File: config.mk
export PLATFORM = sky130hd
export DESIGN_NAME = ffba_cell
export DESIGN_NICKNAME = d
export VERILOG_FILES = /design/src/ffba_pkg.sv /design/src/ffba_cell.sv
export SDC_FILE = /design/constraint.sdc
export NUM_CORES = 1
export LEC_CHECK = 0
export BUFFER_PORTS_ARGS = -buffer_cell sky130_fd_sc_hd__buf_2
export CAP_MARGIN = 20
export CORE_AREA = 5 5 167 169
export CTS_BUF_LIST = sky130_fd_sc_hd__clkbuf_16
export CTS_CLUSTER_DIAMETER = 40
export DETAILED_ROUTE_END_ITERATION = 8
export DIE_AREA = 0 0 172 174
export PLACE_DENSITY = 0.49
export SLEW_MARGIN = 20
export SYNTH_ARGS = -nofsm -noshare
export SYNTH_HDL_FRONTEND = slang
export SYNTH_SLANG_ARGS = --single-unit
File: constraint.sdc
create_clock -name clk -period 3.28 [get_ports clk]
set_input_delay 0.656 -clock clk [delete_from_list [all_inputs] [get_ports clk]]
set_output_delay 0.656 -clock clk [all_outputs]
set_load 0.01 [all_outputs]
File: src/ffba_pkg.sv
// Shared types and constants of the first-fit block allocator.
// No dependencies; used by ffba_cell and first_fit_block_allocator.
`default_nettype none

package ffba_pkg;

  localparam int HEADER_BYTES    = 32;
  localparam int PAGE_BYTES      = 4096;
  localparam int MAX_BLOCKS_DEF  = 64;
  localparam int ARENA_MAX_BYTES = 1048576;

  typedef enum logic [2:0] {
    ST_OK      = 3'd0,
    ST_UNINIT  = 3'd1,
    ST_NOMEM   = 3'd2,
    ST_BADPTR  = 3'd3,
    ST_DBLFREE = 3'd4
  } status_t;

  typedef enum logic [1:0] {
    OP_NOP = 2'd0,
    OP_WR  = 2'd1,
    OP_INS = 2'd2,
    OP_DEL = 2'd3
  } op_t;

  typedef struct packed {
    logic [19:0] start;
    logic [20:0] len;
    logic        free;
  } entry_t;

  typedef struct packed {
    op_t    op;
    entry_t ent;
  } cmd_t;

  // token walking the chain; ent is the entry of the cell it just left
  typedef struct packed {
    logic   vld;
    entry_t ent;
  } tok_t;

  typedef struct packed {
    logic        is_free;
    logic [21:0] size;
    logic [19:0] ptr;
  } key_t;

  typedef struct packed {
    entry_t cur;
    entry_t prev;
    logic   next_vld;
    entry_t next;
  } rpt_t;

endpackage

`default_nettype wire

File: src/ffba_cell.sv
// One cell of the block table chain: holds one entry, shifts with its
// neighbors and checks the search token. Depends on ffba_pkg.
`default_nettype none

module ffba_cell import ffba_pkg::*; #(
  parameter int MAX_BLOCKS = MAX_BLOCKS_DEF,
  parameter int CELL_IDX   = 0,
  localparam int IW = $clog2(MAX_BLOCKS),
  localparam int CW = $clog2(MAX_BLOCKS + 1)
) (
  input  wire logic          clk,
  input  wire logic          rst_n,
  input  wire cmd_t          cmd,
  input  wire logic [IW-1:0] cmd_idx,
  input  wire logic [CW-1:0] count,
  input  wire key_t          key,
  input  wire tok_t          tok_in,
  output tok_t               tok_out,
  input  wire entry_t        left_ent,
  input  wire entry_t        right_ent,
  output entry_t             ent_out,
  output logic               hit,
  output logic               miss,
  output rpt_t               rpt
);

  localparam logic [IW-1:0] MY_IDX = IW'(CELL_IDX);
  localparam logic [CW-1:0] MY_POS = CW'(CELL_IDX);
  localparam logic [CW-1:0] NX_POS = CW'(CELL_IDX + 1);

  entry_t ent_r, ent_nxt;
  tok_t   tok_r;
  logic   in_rng, match;

  always_comb begin
    ent_nxt = ent_r;
    case (cmd.op)
      OP_WR: begin
        if (cmd_idx == MY_IDX) ent_nxt = cmd.ent;
      end
      OP_INS: begin
        if (MY_IDX > cmd_idx) ent_nxt = left_ent;
      end
      OP_DEL: begin
        if (MY_IDX >= cmd_idx) ent_nxt = right_ent;
      end
      default: ent_nxt = ent_r;
    endcase
  end

  always_ff @(posedge clk) begin
    ent_r <= ent_nxt;
  end

  always_ff @(posedge clk) begin
    if (!rst_n) begin
      tok_r <= '0;
    end else begin
      tok_r <= tok_in;
    end
  end

  assign in_rng = MY_POS < count;
  assign match  = key.is_free ? ((ent_r.start + 20'(HEADER_BYTES)) == key.ptr)
                              : (ent_r.free && ({1'b0, ent_r.len} >= key.size));

  assign hit          = tok_r.vld & in_rng & match;
  assign miss         = tok_r.vld & ~in_rng;
  assign tok_out.vld  = tok_r.vld & in_rng & ~match;
  assign tok_out.ent  = ent_r;
  assign ent_out      = ent_r;

  always_comb begin
    rpt = '0;
    if (hit) begin
      rpt.cur      = ent_r;
      rpt.prev     = tok_r.ent;
      rpt.next_vld = NX_POS < count;
      rpt.next     = right_ent;
    end
  end

endmodule

`default_nettype wire

==> results of run 1 <==
## cell families after synthesis
family,count (synthesis),synth area share
XOR/XNOR,25,0.0369
multiplexers,42,0.0708
adder cells (fa/ha/maj),22,0.0464
buffers and inverters,114,0.105
flip-flops,85,0.357
AND/OR/NAND/NOR,155,0.141
AO/OA/AOI/OAI,211,0.242
## Yosys cell counts, types with 2 or more instances
master / count
nor3_1: 4
a21oi_1: 59
edfxtp_1: 42
buf_2: 4
a21o_1: 7
nand2_1: 13
clkbuf_1: 37
nor2_1: 54
xnor2_1: 21
a21boi_1: 28
mux2i_1: 42
o21ai_0: 9
xor2_1: 4
or3_1: 2
o31ai_1: 2
nor4_1: 5
inv_1: 23
a21boi_2: 2
buf_1: 3
buf_4: 43
a211oi_1: 2
ha_1: 22
nand4_1: 11
nor2b_1: 3
buf_6: 4
nand3_1: 6
a21boi_0: 94
a31o_2: 2
dfxtp_1: 43
and3_1: 3
and2_1: 46
## area by class of cell
class / instances / share of cell area
inverter: 23 / 0.00914
antenna: 1 / 0.000265
timing repair buffer: 512 / 0.319
tap: 341 / 0.0452
sequential: 85 / 0.225
clock inverter: 7 / 0.00848
multi-input combinational: 455 / 0.370
clock buffer: 9 / 0.0239
## report_power, final
group	total (mW)	internal (mW)	switching [mW]
Combinational	0.429	0.230	0.199
Clock	1.10	0.603	0.494
Sequential	1.16	1.15	0.0108
## metal layers
layer | part of all wire | vias to the layer above | track usage
met1 | 0.41 | 2919 | 0.202
li1 | - | 3134 | -
met3 | 0.079 | 28 | 0.0439
met2 | 0.49 | 265 | 0.280
met5 | 0.0010 | - | 0
met4 | 0.017 | 4 | 0.0449
## state kept, by name, summed over array words and instances (netlist names)
| register | cells |
|---|---|
| tok_r | 43 |
| ent_out | 42 |
## per-stage QoR
stage | hold slack, ns | util | std cells | cell area (um2)
2_1_floorplan | 0.778 | - | 654 | 5960
3_3_place_gp | 0.861 | 0.324 | 1395 | 8550
3_5_place_dp | 0.863 | 0.324 | 1395 | 8550
4_1_cts | 0.484 | 0.341 | 1415 | 9010
5_1_grt | 0.488 | 0.357 | 1433 | 9440
6_report | 0.505 | 0.357 | 1433 | 9440
## worst max path at each step
stage,cells after the start,from,slack [ns],to
final,12,ent_out[27]$_DFFE_PP_,-0.37,rpt[5]
after global routing,11,ent_out[39]$_DFFE_PP_,-0.50,rpt[5]
after CTS,9,ent_out[29]$_DFFE_PP_,-0.37,rpt[21]
after detailed placement,10,key[17],-0.40,rpt[17]
after global placement,10,key[17],-0.40,rpt[17]
after floorplan,12,key[27],-0.06,rpt[119]
## cell usage in the layout, fill, tap and decap left out, types with 12 or more instances in the layout
cell type,instances
edfxtp_1,42
clkbuf_16,12
a21boi_2,39
a21oi_1,56
and2_1,46
buf_2,439
buf_4,48
dfxtp_1,43
a21boi_1,82
inv_1,23
mux2i_1,42
nand2_1,12
nor2_1,54
xnor2_1,17
ha_1,20
## timing repair
action	4_1_cts	5_1_grt
pin swaps	9	40
gates resized for setup	86	79
gates cloned	2	3
setup endpoints to repair	129	129
buffers inserted	2	14
hold buffers	0	0
==> results.cfg, run 1 <==
[detailed_routing]
drt-vias-per-instance = 4.43
antenna_left = 0
drc = 0
vias = 6350
wl_per_cell_um = 18.9
dr.first_iter.drc_count = 173
wl_mm = 27.0
drt_pass1_iterations = 4

[grt]
first_global_vias = 6199
gr-total-overflow = 0
grt_max_degree = 52
grt_pass1_wl_mm = 37.3
grt_usage = 0.164
antenna_found_initial = 4

[cells_and_area]
multiInputGateArea_mm2 = 0.00349
synthToLayoutAreaGrowth_pct = 59.1
drive_gt1_frac = 0.545
area.sequential_mm2 = 0.00212
nets = 1337
fillerInstances = 2782

[yosys]
netlist_instances = 654
yosysTopAreaCell = edfxtp_1
synth-async-reset-ratio = 0
netlist.area_leader.share = 0.212
syn_nets = 905
ys.flop_type = dfxtp_1
syn-mean-instance-area_um2 = 9.08
yosys.cell_types.count = 45
syn-cell-area_mm2 = 0.00594
yosysWarnings = 0
synth_seq_cells = 85
synth_edf_count = 42
synthTopCellsByArea = edfxtp_1, dfxtp_1, a21boi_0
synth-seq-area-share = 0.357

[setup_path]
critical_path.max_stage_delay_ns = 0.44
worst-endpoint-required_ns = 2.62
critPathMaxFanout = 6
worst-setup-path-type = reg2out
cp_top_family = simple AND/OR/NAND/NOR gates
path_cells = ha_4 > xnor2_1 > nand4_1 > nor4_4 > nand3_2 > nor4_4 > nand4_4 > buf_12 > buf_12 > clkbuf_16 > a21boi_2 > buf_2
start_kind = flop
cp.arrival_ns = 2.99
critPathSlowestCell = edfxtp_1
crit_buf_inv = 4
endpoint_kind = output port

[placed_design]
pre_cts_ws_ns = -0.398
portBuffers = 442
routabilityCongestion = 0.846
dp_hpwl_mm = 20.7

[power]
power.total_mw = 2.69
ir_drop_v = 0.000177
power_leakage_nw = 4.74
cellPowerDensity_mw_per_mm2 = 284

[floorplan]
dieArea_mm2 = 0.0299
io_pins = 443
start_util = 0.225
rows = 60
fp.dieW_um = 172
core_area_mm2 = 0.0264
die_y_um = 174

[sta]
min_period_ns = 3.65
hold_viol = 0
rsz0062_at_grt = yes
setup_violations = 128
worstMarginPinSlew_ns = 0.602
max_freq_mhz = 274
slew_violations = 0
tns_ns = -36.59
finalCritPeriodShare = 1.11
maxSlewHeadroom = 0.599
setup_slack_ns = -0.368

[clocking]
cts-root-buf = clkbuf_16
cts_buffers = 9
cts.clk_slew.worst_paths_ns = 0.08
ctsHtreeMaxLevel = 3
clock-sinks = 85
cts_tree = yes
clock_path_buffers = 2

[hold_path]
hold_path_end = tok_r[38]$_SDFF_PN0_
min_path_type = in2reg
worstHoldPathCells = 2
worstHoldStart = tok_in[38]

[run_status]
violations = negative setup slack
outcome = finished, violations left

[run]
cap_violations = 0
Note: power is estimated with default switching activity, not from simulation.
==> run 2, diff against run 1 <==
Settings changed: CORE_AREA 5 5 167 169 to 2 2 170 172, PLACE_DENSITY 0.49 to 0.45.
Clock period 3.28 ns to 3.4 ns, I/O delays scaled along.
==> run 2 against run 1 <==
Compared with the run above: the run still ends with negative setup slack left; final area rose by 0.81%; die area stayed put; sequential power down 3%; cell count rose by 3.1%; sequential share of layout area down 0.18 points; first-iteration DRC count increased by 19%; largest power group unchanged; count of clock-buffer cells in the layout unchanged; largest cell class unchanged; combinational power is 5.4% lower; utilization decreased by 2.0 points.
==> results.cfg, run 2 (synthesis gave the netlist of run 1 again) <==
[run_status]
outcome = finished, violations left
violations = negative setup slack

[setup_path]
cp.depth = 11
startpoint = ent_out[28]$_DFFE_PP_
path_cells = ha_4 > and2_4 > nor4b_2 > a21oi_1 > o221a_2 > nor4_4 > nand4_4 > buf_12 > clkbuf_16 > a21boi_4 > buf_6
worst-endpoint-required_ns = 2.72
cp_top_family = simple AND/OR/NAND/NOR gates
worst-setup-path-type = reg2out
endpoint_kind = output port
critPathMaxFanout = 7
start_kind = flop
cp.arrival_ns = 3.07
endpoint = rpt[106]
critPathSlowestCell = edfxtp_1
critical_path.max_stage_delay_ns = 0.53
crit_buf_inv = 3

[detailed_routing]
wl_mm = 26.6
wl_per_cell_um = 18.0
drt-vias-per-instance = 4.27
vias = 6308
drc = 0
antenna_left = 0
dr.first_iter.drc_count = 206
drt_pass1_iterations = 5

[sta]
hold_viol = 0
finalCritPeriodShare = 1.10
rsz0062_at_grt = yes
slew_violations = 0
worstMarginPinSlew_ns = 0.894
max_freq_mhz = 267
setup_violations = 128
maxSlewHeadroom = 0.404
setup_slack_ns = -0.348
min_period_ns = 3.75
hold_slack_ns = 0.533

[run]
cap_violations = 0

[cells_and_area]
final_core_util = 0.337
largest_reg_flops = 43
fillerInstances = 3086
layout_common_cells = buf_2, a21boi_2, a21oi_1, nor2_1, buf_4
nets = 1337
final_common_cell = buf_2
fin_area_mm2 = 0.00952
drive_gt1_frac = 0.564
top_register = tok_r
synthToLayoutAreaGrowth_pct = 60.3

[clocking]
cts_buffers = 9
cts_tree = yes
clock-sinks = 85
clock_path_buffers = 2
hold_buffers = 0
ctsHtreeMaxLevel = 3
cts-root-buf = clkbuf_16
cts.clk_slew.worst_paths_ns = 0.08

[floorplan]
fp.dieW_um = 172
die_y_um = 174
rows = 62
core_area_mm2 = 0.0282
io_pins = 443
start_util = 0.210
dieArea_mm2 = 0.0299

[grt]
gr-total-overflow = 0
first_global_vias = 6105
grt_pass1_wl_mm = 36.6
grt_max_degree = 85
grt_usage = 0.163
antenna_found_initial = 2

[power]
cellPowerDensity_mw_per_mm2 = 267
power_leakage_nw = 4.72
ir_drop_v = 0.000196

[placed_design]
routabilityCongestion = 0.799
placed_cell_area_mm2 = 0.00864
dp_hpwl_mm = 20.3
portBuffers = 442

[hold_path]
min_path_type = in2reg
==> run 2: cell types whose count changed in the layout (fill, tap and decap cells not counted), sizes merged <==
cell | previous run | this run
buf | 509 | 510
bufinv | 1 | 0
clkbuf | 12 | 11
diode | 1 | 2
inv | 26 | 27
==> run 2: per-stage QoR <==
| stage | setup WS [ns] | std cells | setup TNS, ns | total power [mW] |
|---|---|---|---|---|
| 5_1_grt | -0.434 | 1476 | -46.94 | 2.67 |
| 3_5_place_dp | -0.241 | 1446 | -13.86 | 1.54 |
| 3_3_place_gp | -0.238 | 1446 | -12.13 | 1.54 |
| 2_1_floorplan | 0.00955 | 654 | 0 | 1.33 |
| 6_report | -0.348 | 1477 | -32.11 | 2.54 |
| 4_1_cts | -0.397 | 1467 | -35.13 | 2.60 |
==> run 2: where the power goes <==
part	switching, mW	internal, mW
clock network	0.498	0.517
logic	0.190	0.216
registers	0.0112	1.11
total	0.698	1.84
==> run 2: repair_timing <==
item                                   CTS  global route
cloned                                   2             4
pin swaps                                9            36
endpoints found under the hold margin    0             0
resized for setup                       71           104
setup endpoints to repair              129           129
buffers inserted                         3             5
==> run 2: cell type report <==
type | instances | area (um2) | area share
Timing Repair Buffer | 512 | 3020 | 0.317
Antenna cell | 2 | 5.00 | 0.000526
Inverter | 23 | 86.3 | 0.00907
Multi-Input combinational cell | 455 | 3510 | 0.369
Clock buffer | 9 | 225 | 0.0237
Tap cell | 384 | 480 | 0.0505
Sequential cell | 85 | 2120 | 0.223
Clock inverter | 7 | 67.6 | 0.00710
==> run 2: worst min path at each step <==
stage / from / to / slack (ns) / cells after the start
finish: tok_in[26] / tok_r[26]$_SDFF_PN0_ / 0.53 / 2
global route: tok_in[24] / tok_r[24]$_SDFF_PN0_ / 0.51 / 2
CTS: tok_in[26] / tok_r[26]$_SDFF_PN0_ / 0.51 / 2
detailed placement: tok_in[40] / tok_r[40]$_SDFF_PN0_ / 0.89 / 2
global placement: tok_in[2] / tok_r[2]$_SDFF_PN0_ / 0.89 / 2
floorplan: rst_n / tok_r[0]$_SDFF_PN0_ / 0.80 / 1
==> run 2: metal layers <==
| metal | track usage | vias up | wire length [um] |
|---|---|---|---|
| met5 | 0 | - | 0 |
| met4 | 0.0336 | 0 | 311 |
| met3 | 0.0419 | 16 | 1800 |
| met2 | 0.278 | 255 | 12800 |
| met1 | 0.208 | 2904 | 11700 |
| li1 | - | 3133 | - |
